[src/rtl/core/lcbf_pkg.sv]
`timescale 1ns / 1ps
// ----------------------------------------------------------------------------
// LED colour engine package
// Shared types, codes and constants of the blink and palette fade engine.
// ----------------------------------------------------------------------------
package lcbf_pkg;

	localparam int unsigned PAL_DEPTH = 4;
	localparam int unsigned PAL_IDX_W = $clog2(PAL_DEPTH);
	localparam int unsigned COLOR_W   = 24;
	localparam int unsigned CHAN_W    = 8;
	localparam int unsigned FRAC_W    = 25;
	localparam int unsigned TMR_W     = 33;
	localparam int unsigned DT_W      = 16;
	localparam int unsigned SPEED_W   = 16;
	localparam int unsigned IVAL_W    = 32;
	localparam int unsigned CNT_W     = 3;
	localparam int unsigned CFG_IDX_W = 3;
	localparam int unsigned CFG_DAT_W = 32;
	localparam int unsigned REQ_W     = 3;
	localparam int unsigned PROD_W    = CHAN_W + FRAC_W;
	localparam int unsigned INCR_W    = DT_W + SPEED_W;

	localparam logic [FRAC_W-1:0]  FRAC_ONE   = 25'h100_0000;
	localparam logic [FRAC_W-1:0]  FRAC_MAX   = 25'h1FF_FFFF;
	localparam logic [PROD_W:0]    FRAC_HALF  = 34'h00_0080_0000;
	localparam logic [COLOR_W-1:0] WHITE      = 24'hFF_FFFF;
	localparam logic [COLOR_W-1:0] BLACK      = 24'h00_0000;
	localparam logic [SPEED_W-1:0] SPEED_RST  = 16'h0100;
	localparam logic [CNT_W-1:0]   COUNT_RST  = 3'd1;
	localparam logic [CNT_W-1:0]   COUNT_MAX  = CNT_W'(PAL_DEPTH);

	typedef enum logic [REQ_W-1:0] {
		REQ_TICK          = 3'd0,
		REQ_BLINK_START   = 3'd1,
		REQ_BLINK_STOP    = 3'd2,
		REQ_FADE_START    = 3'd3,
		REQ_FADE_STOP     = 3'd4,
		REQ_LIGHT_OFF     = 3'd5,
		REQ_INIT          = 3'd6,
		REQ_FADE_RESTART  = 3'd7
	} req_t;

	typedef enum logic [CFG_IDX_W-1:0] {
		CFG_BLINK_INTERVAL = 3'd0,
		CFG_FADE_SPEED     = 3'd1,
		CFG_PALETTE_COUNT  = 3'd2,
		CFG_PALETTE_0      = 3'd3,
		CFG_PALETTE_1      = 3'd4,
		CFG_PALETTE_2      = 3'd5,
		CFG_PALETTE_3      = 3'd6
	} cfg_idx_t;

	typedef enum logic [1:0] {
		CH_RED   = 2'd0,
		CH_GREEN = 2'd1,
		CH_BLUE  = 2'd2
	} chan_t;

	typedef enum logic [2:0] {
		ST_IDLE,
		ST_INC,
		ST_FRAC,
		ST_MUL0,
		ST_MUL1,
		ST_MUL2,
		ST_LAST,
		ST_DONE
	} state_t;

	typedef struct packed {
		logic  accept;
		logic  step_inc;
		logic  step_frac;
		logic  mul_en;
		chan_t mul_sel;
		logic  wr_en;
		chan_t wr_sel;
		logic  fade_end;
		logic  load_out;
	} cmd_t;

	typedef struct packed {
		logic started;
		logic fade_on;
	} status_t;

endpackage

[src/rtl/core/lcbf_if.sv]
`timescale 1ns / 1ps
// ----------------------------------------------------------------------------
// LED colour engine channels
// Request and result channels with valid and ready handshake.
// ----------------------------------------------------------------------------
interface lcbf_req_if;
	logic                          valid;
	logic                          ready;
	logic [lcbf_pkg::REQ_W-1:0]    req_type;
	logic [lcbf_pkg::DT_W-1:0]     delta_time;

	modport source (output valid, output req_type, output delta_time, input ready);
	modport sink (input valid, input req_type, input delta_time, output ready);
endinterface

interface lcbf_res_if;
	logic                          valid;
	logic                          ready;
	logic [lcbf_pkg::CHAN_W-1:0]   red;
	logic [lcbf_pkg::CHAN_W-1:0]   green;
	logic [lcbf_pkg::CHAN_W-1:0]   blue;
	logic                          light_on;
	logic                          blink_active;
	logic                          fade_active;

	modport source (output valid, output red, output green, output blue,
		output light_on, output blink_active, output fade_active, input ready);
	modport sink (input valid, input red, input green, input blue,
		input light_on, input blink_active, input fade_active, output ready);
endinterface

[src/rtl/core/lcbf_ctrl.sv]
`timescale 1ns / 1ps
// ----------------------------------------------------------------------------
// LED colour engine controller
// Sequences each request word through the datapath and owns the result valid.
// ----------------------------------------------------------------------------
module lcbf_ctrl (
	input  logic                        clk,
	input  logic                        arst_n,
	input  logic                        in_valid,
	output logic                        in_ready,
	input  logic [lcbf_pkg::REQ_W-1:0]  in_req_type,
	output logic                        out_valid,
	input  logic                        out_ready,
	input  lcbf_pkg::status_t           sts,
	output lcbf_pkg::cmd_t              cmd
);

	lcbf_pkg::state_t state_q;
	lcbf_pkg::state_t state_nxt;
	logic             out_valid_q;

	always_ff @(posedge clk or negedge arst_n) begin
		if (!arst_n) begin
			state_q     <= lcbf_pkg::ST_IDLE;
			out_valid_q <= 1'b0;
		end else begin
			state_q <= state_nxt;
			if (cmd.load_out) begin
				out_valid_q <= 1'b1;
			end else if (out_ready) begin
				out_valid_q <= 1'b0;
			end
		end
	end

	always_comb begin
		state_nxt = state_q;
		cmd       = '0;
		in_ready  = 1'b0;
		case (state_q)
			lcbf_pkg::ST_IDLE: begin
				in_ready = 1'b1;
				if (in_valid) begin
					cmd.accept = 1'b1;
					if (lcbf_pkg::req_t'(in_req_type) == lcbf_pkg::REQ_TICK && sts.started) begin
						state_nxt = lcbf_pkg::ST_INC;
					end else begin
						state_nxt = lcbf_pkg::ST_DONE;
					end
				end
			end
			lcbf_pkg::ST_INC: begin
				cmd.step_inc = 1'b1;
				state_nxt    = sts.fade_on ? lcbf_pkg::ST_FRAC : lcbf_pkg::ST_DONE;
			end
			lcbf_pkg::ST_FRAC: begin
				cmd.step_frac = 1'b1;
				state_nxt     = lcbf_pkg::ST_MUL0;
			end
			lcbf_pkg::ST_MUL0: begin
				cmd.mul_en  = 1'b1;
				cmd.mul_sel = lcbf_pkg::CH_RED;
				state_nxt   = lcbf_pkg::ST_MUL1;
			end
			lcbf_pkg::ST_MUL1: begin
				cmd.mul_en  = 1'b1;
				cmd.mul_sel = lcbf_pkg::CH_GREEN;
				cmd.wr_en   = 1'b1;
				cmd.wr_sel  = lcbf_pkg::CH_RED;
				state_nxt   = lcbf_pkg::ST_MUL2;
			end
			lcbf_pkg::ST_MUL2: begin
				cmd.mul_en  = 1'b1;
				cmd.mul_sel = lcbf_pkg::CH_BLUE;
				cmd.wr_en   = 1'b1;
				cmd.wr_sel  = lcbf_pkg::CH_GREEN;
				state_nxt   = lcbf_pkg::ST_LAST;
			end
			lcbf_pkg::ST_LAST: begin
				cmd.wr_en    = 1'b1;
				cmd.wr_sel   = lcbf_pkg::CH_BLUE;
				cmd.fade_end = 1'b1;
				state_nxt    = lcbf_pkg::ST_DONE;
			end
			lcbf_pkg::ST_DONE: begin
				if (!out_valid_q || out_ready) begin
					cmd.load_out = 1'b1;
					state_nxt    = lcbf_pkg::ST_IDLE;
				end
			end
			default: begin
				state_nxt = lcbf_pkg::ST_IDLE;
			end
		endcase
	end

	assign out_valid = out_valid_q;

endmodule

[src/rtl/core/lcbf_dp.sv]
`timescale 1ns / 1ps
// ----------------------------------------------------------------------------
// LED colour engine datapath
// Configuration, light state, blink timer, fade fraction and the shared
// channel multiplier for palette interpolation.
// ----------------------------------------------------------------------------
module lcbf_dp (
	input  logic                            clk,
	input  logic                            arst_n,
	input  logic                            cfg_we,
	input  logic [lcbf_pkg::CFG_IDX_W-1:0]  cfg_index,
	input  logic [lcbf_pkg::CFG_DAT_W-1:0]  cfg_data,
	input  logic [lcbf_pkg::REQ_W-1:0]      in_req_type,
	input  logic [lcbf_pkg::DT_W-1:0]       in_delta_time,
	input  lcbf_pkg::cmd_t                  cmd,
	output lcbf_pkg::status_t               sts,
	output logic [lcbf_pkg::CHAN_W-1:0]     red,
	output logic [lcbf_pkg::CHAN_W-1:0]     green,
	output logic [lcbf_pkg::CHAN_W-1:0]     blue,
	output logic                            light_on,
	output logic                            blink_active,
	output logic                            fade_active
);

	logic [lcbf_pkg::IVAL_W-1:0]    interval_q;
	logic [lcbf_pkg::SPEED_W-1:0]   speed_q;
	logic [lcbf_pkg::CNT_W-1:0]     count_q;
	logic [lcbf_pkg::COLOR_W-1:0]   pal_q [lcbf_pkg::PAL_DEPTH];

	logic [lcbf_pkg::COLOR_W-1:0]   cur_q;
	logic [lcbf_pkg::COLOR_W-1:0]   alt_q;
	logic [lcbf_pkg::COLOR_W-1:0]   sav_q;
	logic [lcbf_pkg::TMR_W-1:0]     btmr_q;
	logic                           blink_on_q;
	logic                           fade_on_q;
	logic [lcbf_pkg::FRAC_W-1:0]    frac_q;
	logic [lcbf_pkg::PAL_IDX_W-1:0] idx_q;
	logic                           started_q;
	logic                           lit_q;

	logic [lcbf_pkg::DT_W-1:0]      dt_q;
	logic [lcbf_pkg::INCR_W-1:0]    incr_q;
	logic [lcbf_pkg::COLOR_W-1:0]   pa_q;
	logic [lcbf_pkg::COLOR_W-1:0]   pb_q;
	logic [lcbf_pkg::PROD_W-1:0]    prod_q;
	logic                           neg_q;
	logic [lcbf_pkg::CHAN_W-1:0]    base_q;

	logic [lcbf_pkg::CHAN_W-1:0]    red_q;
	logic [lcbf_pkg::CHAN_W-1:0]    green_q;
	logic [lcbf_pkg::CHAN_W-1:0]    blue_q;
	logic                           light_on_q;
	logic                           blink_act_q;
	logic                           fade_act_q;

	logic [lcbf_pkg::CNT_W-1:0]     n_used;
	logic [lcbf_pkg::PAL_IDX_W-1:0] idx_eff;
	logic [lcbf_pkg::CNT_W-1:0]     idx_inc;
	logic [lcbf_pkg::PAL_IDX_W-1:0] idx_nxt;
	logic [lcbf_pkg::PAL_IDX_W-1:0] rd_addr;
	logic [lcbf_pkg::COLOR_W-1:0]   rd_data;
	logic [lcbf_pkg::TMR_W-1:0]     bsum;
	logic [lcbf_pkg::TMR_W-1:0]     fsum;
	logic [lcbf_pkg::CHAN_W-1:0]    ch_a;
	logic [lcbf_pkg::CHAN_W-1:0]    ch_b;
	logic                           ch_neg;
	logic [lcbf_pkg::CHAN_W-1:0]    ch_mag;
	logic [lcbf_pkg::PROD_W:0]      rnd;
	logic [9:0]                     rmag;
	logic [10:0]                    psum;
	logic [lcbf_pkg::CHAN_W-1:0]    ch_res;

	function automatic logic [lcbf_pkg::CHAN_W-1:0] chan_of(
		input logic [lcbf_pkg::COLOR_W-1:0] c,
		input lcbf_pkg::chan_t              sel
	);
		logic [lcbf_pkg::CHAN_W-1:0] b;
		case (sel)
			lcbf_pkg::CH_RED:   b = c[23:16];
			lcbf_pkg::CH_GREEN: b = c[15:8];
			lcbf_pkg::CH_BLUE:  b = c[7:0];
			default:            b = '0;
		endcase
		return b;
	endfunction

	// Palette count is clamped to the range one to the palette depth.
	always_comb begin
		if (count_q == '0) begin
			n_used = lcbf_pkg::CNT_W'(1);
		end else if (count_q > lcbf_pkg::COUNT_MAX) begin
			n_used = lcbf_pkg::COUNT_MAX;
		end else begin
			n_used = count_q;
		end
		idx_eff = ({1'b0, idx_q} >= n_used) ? '0 : idx_q;
		idx_inc = {1'b0, idx_q} + lcbf_pkg::CNT_W'(1);
		idx_nxt = (idx_inc >= n_used) ? '0 : idx_inc[lcbf_pkg::PAL_IDX_W-1:0];
		rd_addr = cmd.step_inc ? idx_eff : idx_nxt;
		rd_data = pal_q[rd_addr];
	end

	always_comb begin
		bsum   = btmr_q + lcbf_pkg::TMR_W'(dt_q);
		fsum   = lcbf_pkg::TMR_W'(frac_q) + lcbf_pkg::TMR_W'(incr_q);
		ch_a   = chan_of(pa_q, cmd.mul_sel);
		ch_b   = chan_of(pb_q, cmd.mul_sel);
		ch_neg = ch_b < ch_a;
		ch_mag = ch_neg ? (ch_a - ch_b) : (ch_b - ch_a);
		// Rounding to nearest on the magnitude gives ties away from zero.
		rnd    = {1'b0, prod_q} + lcbf_pkg::FRAC_HALF;
		rmag   = rnd[lcbf_pkg::PROD_W:24];
		psum   = {3'b000, base_q} + {1'b0, rmag};
		if (neg_q) begin
			ch_res = (rmag > {2'b00, base_q}) ? '0 : (base_q - rmag[7:0]);
		end else begin
			ch_res = (psum > 11'd255) ? 8'hFF : psum[7:0];
		end
	end

	always_ff @(posedge clk or negedge arst_n) begin
		if (!arst_n) begin
			interval_q <= '0;
			speed_q    <= lcbf_pkg::SPEED_RST;
			count_q    <= lcbf_pkg::COUNT_RST;
			for (int i = 0; i < lcbf_pkg::PAL_DEPTH; i++) begin
				pal_q[i] <= lcbf_pkg::WHITE;
			end
		end else if (cfg_we) begin
			case (lcbf_pkg::cfg_idx_t'(cfg_index))
				lcbf_pkg::CFG_BLINK_INTERVAL: interval_q <= cfg_data[lcbf_pkg::IVAL_W-1:0];
				lcbf_pkg::CFG_FADE_SPEED:     speed_q    <= cfg_data[lcbf_pkg::SPEED_W-1:0];
				lcbf_pkg::CFG_PALETTE_COUNT:  count_q    <= cfg_data[lcbf_pkg::CNT_W-1:0];
				lcbf_pkg::CFG_PALETTE_0:      pal_q[0]   <= cfg_data[lcbf_pkg::COLOR_W-1:0];
				lcbf_pkg::CFG_PALETTE_1:      pal_q[1]   <= cfg_data[lcbf_pkg::COLOR_W-1:0];
				lcbf_pkg::CFG_PALETTE_2:      pal_q[2]   <= cfg_data[lcbf_pkg::COLOR_W-1:0];
				lcbf_pkg::CFG_PALETTE_3:      pal_q[3]   <= cfg_data[lcbf_pkg::COLOR_W-1:0];
				default: begin
				end
			endcase
		end
	end

	always_ff @(posedge clk or negedge arst_n) begin
		if (!arst_n) begin
			cur_q       <= lcbf_pkg::WHITE;
			alt_q       <= lcbf_pkg::BLACK;
			sav_q       <= lcbf_pkg::BLACK;
			btmr_q      <= '0;
			blink_on_q  <= 1'b0;
			fade_on_q   <= 1'b0;
			frac_q      <= '0;
			idx_q       <= '0;
			started_q   <= 1'b0;
			lit_q       <= 1'b1;
			light_on_q  <= 1'b0;
			blink_act_q <= 1'b0;
			fade_act_q  <= 1'b0;
		end else begin
			if (cmd.accept) begin
				case (lcbf_pkg::req_t'(in_req_type))
					lcbf_pkg::REQ_TICK: begin
					end
					lcbf_pkg::REQ_BLINK_START: begin
						btmr_q     <= '0;
						alt_q      <= lcbf_pkg::BLACK;
						sav_q      <= cur_q;
						blink_on_q <= 1'b1;
					end
					lcbf_pkg::REQ_BLINK_STOP: begin
						if (blink_on_q) begin
							cur_q      <= sav_q;
							blink_on_q <= 1'b0;
						end
					end
					lcbf_pkg::REQ_FADE_START: fade_on_q <= 1'b1;
					lcbf_pkg::REQ_FADE_STOP:  fade_on_q <= 1'b0;
					lcbf_pkg::REQ_LIGHT_OFF: begin
						cur_q <= lcbf_pkg::BLACK;
						lit_q <= 1'b0;
					end
					lcbf_pkg::REQ_INIT: begin
						cur_q     <= lcbf_pkg::WHITE;
						started_q <= 1'b1;
						lit_q     <= 1'b1;
					end
					lcbf_pkg::REQ_FADE_RESTART: begin
						frac_q    <= '0;
						idx_q     <= '0;
						fade_on_q <= 1'b1;
					end
					default: begin
					end
				endcase
			end
			if (cmd.step_inc) begin
				if (blink_on_q) begin
					if (bsum > lcbf_pkg::TMR_W'(interval_q)) begin
						cur_q  <= alt_q;
						alt_q  <= cur_q;
						btmr_q <= '0;
					end else begin
						btmr_q <= bsum;
					end
				end
				if (fade_on_q) begin
					idx_q <= idx_eff;
				end
			end
			if (cmd.step_frac) begin
				frac_q <= (fsum > lcbf_pkg::TMR_W'(lcbf_pkg::FRAC_MAX)) ?
					lcbf_pkg::FRAC_MAX : fsum[lcbf_pkg::FRAC_W-1:0];
			end
			if (cmd.wr_en) begin
				case (cmd.wr_sel)
					lcbf_pkg::CH_RED:   cur_q[23:16] <= ch_res;
					lcbf_pkg::CH_GREEN: cur_q[15:8]  <= ch_res;
					lcbf_pkg::CH_BLUE:  cur_q[7:0]   <= ch_res;
					default: begin
					end
				endcase
			end
			if (cmd.fade_end && frac_q > lcbf_pkg::FRAC_ONE) begin
				frac_q <= '0;
				idx_q  <= idx_nxt;
			end
			if (cmd.load_out) begin
				light_on_q  <= started_q && lit_q;
				blink_act_q <= blink_on_q;
				fade_act_q  <= fade_on_q;
			end
		end
	end

	always_ff @(posedge clk) begin
		if (cmd.accept) begin
			dt_q <= in_delta_time;
		end
		if (cmd.step_inc) begin
			incr_q <= dt_q * speed_q;
			pa_q   <= rd_data;
		end
		if (cmd.step_frac) begin
			pb_q <= rd_data;
		end
		if (cmd.mul_en) begin
			prod_q <= ch_mag * frac_q;
			neg_q  <= ch_neg;
			base_q <= ch_a;
		end
		if (cmd.load_out) begin
			red_q   <= cur_q[23:16];
			green_q <= cur_q[15:8];
			blue_q  <= cur_q[7:0];
		end
	end

	assign sts.started  = started_q;
	assign sts.fade_on  = fade_on_q;
	assign red          = red_q;
	assign green        = green_q;
	assign blue         = blue_q;
	assign light_on     = light_on_q;
	assign blink_active = blink_act_q;
	assign fade_active  = fade_act_q;

endmodule

[src/rtl/core/led_color_blink_fade_engine.sv]
`timescale 1ns / 1ps
// ----------------------------------------------------------------------------
// LED colour blink and fade engine
// Holds one RGB light colour and updates it from frame ticks and commands.
// ----------------------------------------------------------------------------
// Every request word gives exactly one result word with the light state after
// the request. A command, or a tick before the light is initialised, goes from
// idle straight to the done state, a tick without fading passes the increment
// state, and a tick while fading the increment, fraction, multiply and last
// states. The result word becomes valid in the same cycle as the controller
// is back in idle. A fading tick runs the blink step, the fraction update
// from its own increment multiplier, and the three channel products that go
// through one shared multiplier in turn. A finished result waits in the
// controller while the previous result word is still held at the output. A
// new request is taken once the controller is back in idle, even while the
// previous result still waits at the output. No clearing pass follows reset.
module led_color_blink_fade_engine (
	input  logic                            clk,
	input  logic                            arst_n,
	lcbf_req_if.sink                        req,
	lcbf_res_if.source                      res,
	input  logic                            cfg_we,
	input  logic [lcbf_pkg::CFG_IDX_W-1:0]  cfg_index,
	input  logic [lcbf_pkg::CFG_DAT_W-1:0]  cfg_data
);

	lcbf_pkg::cmd_t    cmd;
	lcbf_pkg::status_t sts;

	lcbf_ctrl u_ctrl (
		.clk         (clk),
		.arst_n      (arst_n),
		.in_valid    (req.valid),
		.in_ready    (req.ready),
		.in_req_type (req.req_type),
		.out_valid   (res.valid),
		.out_ready   (res.ready),
		.sts         (sts),
		.cmd         (cmd)
	);

	lcbf_dp u_dp (
		.clk           (clk),
		.arst_n        (arst_n),
		.cfg_we        (cfg_we),
		.cfg_index     (cfg_index),
		.cfg_data      (cfg_data),
		.in_req_type   (req.req_type),
		.in_delta_time (req.delta_time),
		.cmd           (cmd),
		.sts           (sts),
		.red           (res.red),
		.green         (res.green),
		.blue          (res.blue),
		.light_on      (res.light_on),
		.blink_active  (res.blink_active),
		.fade_active   (res.fade_active)
	);

endmodule

[src/flat_wrapper.sv]
// flat-port wrapper written by rule: the top's interface ports become plain ports
module led_color_blink_fade_engine_flat 
  (clk, arst_n, cfg_we, cfg_index, cfg_data, req_valid, req_req_type, req_delta_time, req_ready, res_valid, res_red, res_green, res_blue, res_light_on, res_blink_active, res_fade_active, res_ready);
  lcbf_req_if req_i ();
  lcbf_res_if res_i ();
  input  logic clk;
  input  logic arst_n;
  input  logic cfg_we;
  input  logic [lcbf_pkg::CFG_IDX_W-1:0] cfg_index;
  input  logic [lcbf_pkg::CFG_DAT_W-1:0] cfg_data;
  input wire logic [$bits(req_i.valid)-1:0] req_valid;
  input wire logic [$bits(req_i.req_type)-1:0] req_req_type;
  input wire logic [$bits(req_i.delta_time)-1:0] req_delta_time;
  output wire logic [$bits(req_i.ready)-1:0] req_ready;
  output wire logic [$bits(res_i.valid)-1:0] res_valid;
  output wire logic [$bits(res_i.red)-1:0] res_red;
  output wire logic [$bits(res_i.green)-1:0] res_green;
  output wire logic [$bits(res_i.blue)-1:0] res_blue;
  output wire logic [$bits(res_i.light_on)-1:0] res_light_on;
  output wire logic [$bits(res_i.blink_active)-1:0] res_blink_active;
  output wire logic [$bits(res_i.fade_active)-1:0] res_fade_active;
  input wire logic [$bits(res_i.ready)-1:0] res_ready;
  assign req_i.valid = req_valid;
  assign req_i.req_type = req_req_type;
  assign req_i.delta_time = req_delta_time;
  assign req_ready = req_i.ready;
  assign res_valid = res_i.valid;
  assign res_red = res_i.red;
  assign res_green = res_i.green;
  assign res_blue = res_i.blue;
  assign res_light_on = res_i.light_on;
  assign res_blink_active = res_i.blink_active;
  assign res_fade_active = res_i.fade_active;
  assign res_i.ready = res_ready;
  led_color_blink_fade_engine u_core (.clk(clk), .arst_n(arst_n), .req(req_i), .res(res_i), .cfg_we(cfg_we), .cfg_index(cfg_index), .cfg_data(cfg_data));
endmodule
[config.mk]
export PLATFORM = sky130hd
export DESIGN_NAME = led_color_blink_fade_engine_flat
export DESIGN_NICKNAME = d
export VERILOG_FILES = /design/src/rtl/core/lcbf_pkg.sv /design/src/rtl/core/lcbf_if.sv /design/src/rtl/core/lcbf_ctrl.sv /design/src/rtl/core/lcbf_dp.sv /design/src/rtl/core/led_color_blink_fade_engine.sv /design/src/flat_wrapper.sv
export SDC_FILE = /design/constraint.sdc
export NUM_CORES = 2
export LEC_CHECK = 0
export ABC_AREA = 1
export BUFFER_PORTS_ARGS = -buffer_cell sky130_fd_sc_hd__buf_2
export CAP_MARGIN = 20
export CORE_ASPECT_RATIO = 1.2
export CORE_UTILIZATION = 45
export DETAILED_ROUTE_END_ITERATION = 16
export SYNTH_ARGS = -nofsm -noshare
export SYNTH_HDL_FRONTEND = slang
export SYNTH_SLANG_ARGS = --single-unit
[constraint.sdc]
create_clock -name clk -period 21.4 [get_ports clk]
set_clock_uncertainty 0.05 [all_clocks]
set_input_delay 6.42 -clock clk [delete_from_list [all_inputs] [get_ports clk]]
set_output_delay 6.42 -clock clk [all_outputs]
set_load 0.02 [all_outputs]
==> impl_results.md <==
* CTS H-tree depth at 2
* Vias in the first global route at 29.7k
* Resized cells post-CTS at 0
* Clock Tree Buf Depth at 3
* First-pass GRT wire length at 154 mm
* Setup CP Type: register to register
* Max Slew Vio Count at 0
* Routed vias at 29.0k
* Post-synthesis cell count at 4437
* Setup WS pre-CTS at 12.16 ns
* Antenna Nets Post-Route at 0
* Worst Setup End Kind: register
* CTS tree: yes
* Ys Warns at 0
* CP arrival at 9.19 ns
* Syn Area/Cell at 8.33 sq um
* Max Cap Violations at 0
* Dpl hpwl at 69.8 mm
* Worst path max stage delay at 0.52 ns
* Synth Register Bits at 429
* Hold slack at 0.437 ns
* DIE HEIGHT at 316 um
* Hold buffer count at cts at 0
* Port Buffers at 87
* Synth Area in Compound Gates at 9.63%
* Largest family of logic cells by synthesized area: adder cells
* DRC Markers at 0
* Area of the multi-input gates at 21700 sq um
* Ranking of synthesized cells by area: fa_1, dfrtp_1, edfxtp_1, nand2_1, ha_1
* Period utilisation layout at 41.6%
* Relative slew margins at 29.4%
* Post-synthesis mux area share at 0.0271%
* Reg area at 11600 sq um
* Fin Setup TNS at 0 ns
* Total wire length at 93.4 mm
* Largest net degree at the start of global routing at 102
* Layout Cells excl Fill at 5511
* CP startpoint kind: register
* Vias per cell at 5.25
* Remaining global-route overflow at 0
* DR pass1 iterations at 5
* Hold Vio Cnt, Final at 0
* Yosys top cell by area: fa_1
* Gp weighted congestion at 0.897
* Hold Crit Class: register to register
* Area growth, synth to finish at 7.88%
* Setup Viol. Count Final at 0
* Total CTS buffers at 50
* Initial DRC Count at 1747
* Worst-margin pin slew at 1.06 ns
* Die ar. at 83300 sq um
* Fin crit period at 8.90 ns
* Clk sinks at 429
* Top-count cell post-synth: nand2_1
* Register area share after synthesis at 31.3%
* Asr flop ratio synth at 67.6%
* Top cell type's share of synthesized area at 18.2%
* Layout cells sized above 1 at 8.60%
* Post-synthesis simple-gate area fraction at 18.9%
* Synth Cell Area at 37000 sq um
* Setup Buffers After CTS at 0
* Top_reg_cell synth: dfrtp_1
* Initial antenna violation count at 0
* Critical-path maximum fanout at 25
* Post-Syn Nets at 5106
* RSZ-0062 raised after global routing: false
* Fill count at 7890
* Commonest cells in the netlist: nand2_1, inv_1, fa_1
* All-layer global routing usage at 23.0%
* Adder-cell area share of the yosys netlist at 27.5%
* Row count at 114
* Synth Area in XOR/XNOR at 2.53%
* Netlist cell types at 59
* Clock slew at reported path FFs at 0.06 ns
* # IOs at 88
* Starting density of the core at 45.6%
* Min setup slack post-route at 12.50 ns
* Die X at 264 um
* Critical Path RT at 21.69 ns
* Outcome: completed
* Wirelength per Cell at 17.0 um
* Core area at 81000 sq um
* Root buffer cell: clkbuf_16
* Final nets at 5094
* Crit-path most repeated cell: nand2_1
* Number of flops mapped to enable cells by yosys at 139
* Critical path's slowest cell: dfrtp_1
* Fmax at 112 MHz
* Worst skew pair latency at 0.61 ns
* Placed Cells incl. Taps at 5415
-- sequential cells by signal, indices dropped and copies added, names as in the netlist, 10 cells and up --
register and flops:
u_core.u_dp.alt_q 24, u_core.u_dp.pal_q 96, u_core.u_dp.btmr_q 33, u_core.u_dp.interval_q 32, u_core.u_dp.pb_q 24, u_core.u_dp.incr_q 32, u_core.u_dp.dt_q 16, u_core.u_dp.sav_q 24
u_core.u_dp.speed_q 16, u_core.u_dp.prod_q 10, u_core.u_dp.frac_q 25, u_core.u_dp.pa_q 24, u_core.u_dp.cur_q 24
-- worst max-delay path: cells and delay by family, from the launching register on --
| family | cells | cell delay (ns) |
|---|---|---|
| mux | 1 | 0.26 |
| fa+ha+maj | 7 | 2.96 |
| xor+xnor | 1 | 0.20 |
| simple gates | 8 | 0.94 |
| flops | 1 | 0.52 |
| buf+inv | 8 | 1.87 |
| compound gates | 8 | 1.79 |
-- kinds of logic after synthesis --
family / after synthesis
muxes: 1
adders and majority gates: 610
buffers and inverters: 983
AOI/OAI and AO/OA: 616
xor gates and xnor gates: 107
and+or+nand+nor: 1691
DFF: 429
-- cell usage in the layout (no fill, tap or decap), types with 28 or more instances in the layout --
cell type | netlist | final
nand2_1 | 1084 | 1082
inv_1 | 790 | 790
fa_1 | 337 | 337
nor2_1 | 298 | 294
ha_1 | 273 | 273
o21ai_0 | 263 | 262
a21oi_1 | 187 | 187
nand3_1 | 171 | 170
dfrtp_1 | 167 | 167
edfxtp_1 | 139 | 139
dfstp_2 | 123 | 123
buf_2 | 14 | 86
xor2_1 | 74 | 73
nand4_1 | 54 | 54
clkbuf_16 | 0 | 50
xnor2_1 | 33 | 33
nor3_1 | 31 | 31
buf_4 | 3 | 28
-- path summary, 6_finish.rpt --
path	slack (ns)	depth (start not counted)	from	to
setup / recovery	12.50	33	u_core.u_ctrl.state_q[2]$_DFFE_PN0P_	u_core.u_dp.prod_q[30]$_DFFE_PP_
hold / removal	0.44	2	u_core.u_dp.interval_q[3]$_DFFE_PN0P_	u_core.u_dp.interval_q[3]$_DFFE_PN0P_
setup reg to reg	12.50	33	u_core.u_ctrl.state_q[2]$_DFFE_PN0P_	u_core.u_dp.prod_q[30]$_DFFE_PP_
hold reg to reg	0.44	2	u_core.u_dp.interval_q[3]$_DFFE_PN0P_	u_core.u_dp.interval_q[3]$_DFFE_PN0P_
max in group asynchronous	13.26	3	arst_n	u_core.u_dp.fade_on_q$_DFFE_PN0P_
min in group asynchronous	5.76	1	arst_n	u_core.u_dp.interval_q[10]$_DFFE_PN0P_
-- through the flow --
stage	utilization [%]	instance area, sq um
floorplan	-	37000
global placement	47.2	38300
detailed placement	47.3	38300
CTS	49.2	39900
global route	49.2	39900
finish	49.2	39900
-- cell type report --
cell class,instances,share of cell area [%]
Tap cell,1044,3.27
Antenna cell,1,0.00627
Clock inverter,28,0.540
Inverter,800,7.53
Sequential cell,429,29.0
Timing Repair Buffer,119,1.81
Multi-Input combinational cell,3025,54.4
Clock buffer,65,3.39
-- metal layers --
metal	GRT usage, %	vias to the layer above	part of all wire [%]
li1	-	14000	-
met1	29.9	14200	44
met2	40.7	631	49
met3	2.18	158	3.9
met4	6.37	0	2.5
met5	0	-	0
Power is left out: the tool's default activity adds up to more than one toggle a clock period on the data nets, which glitch-free logic cannot reach.
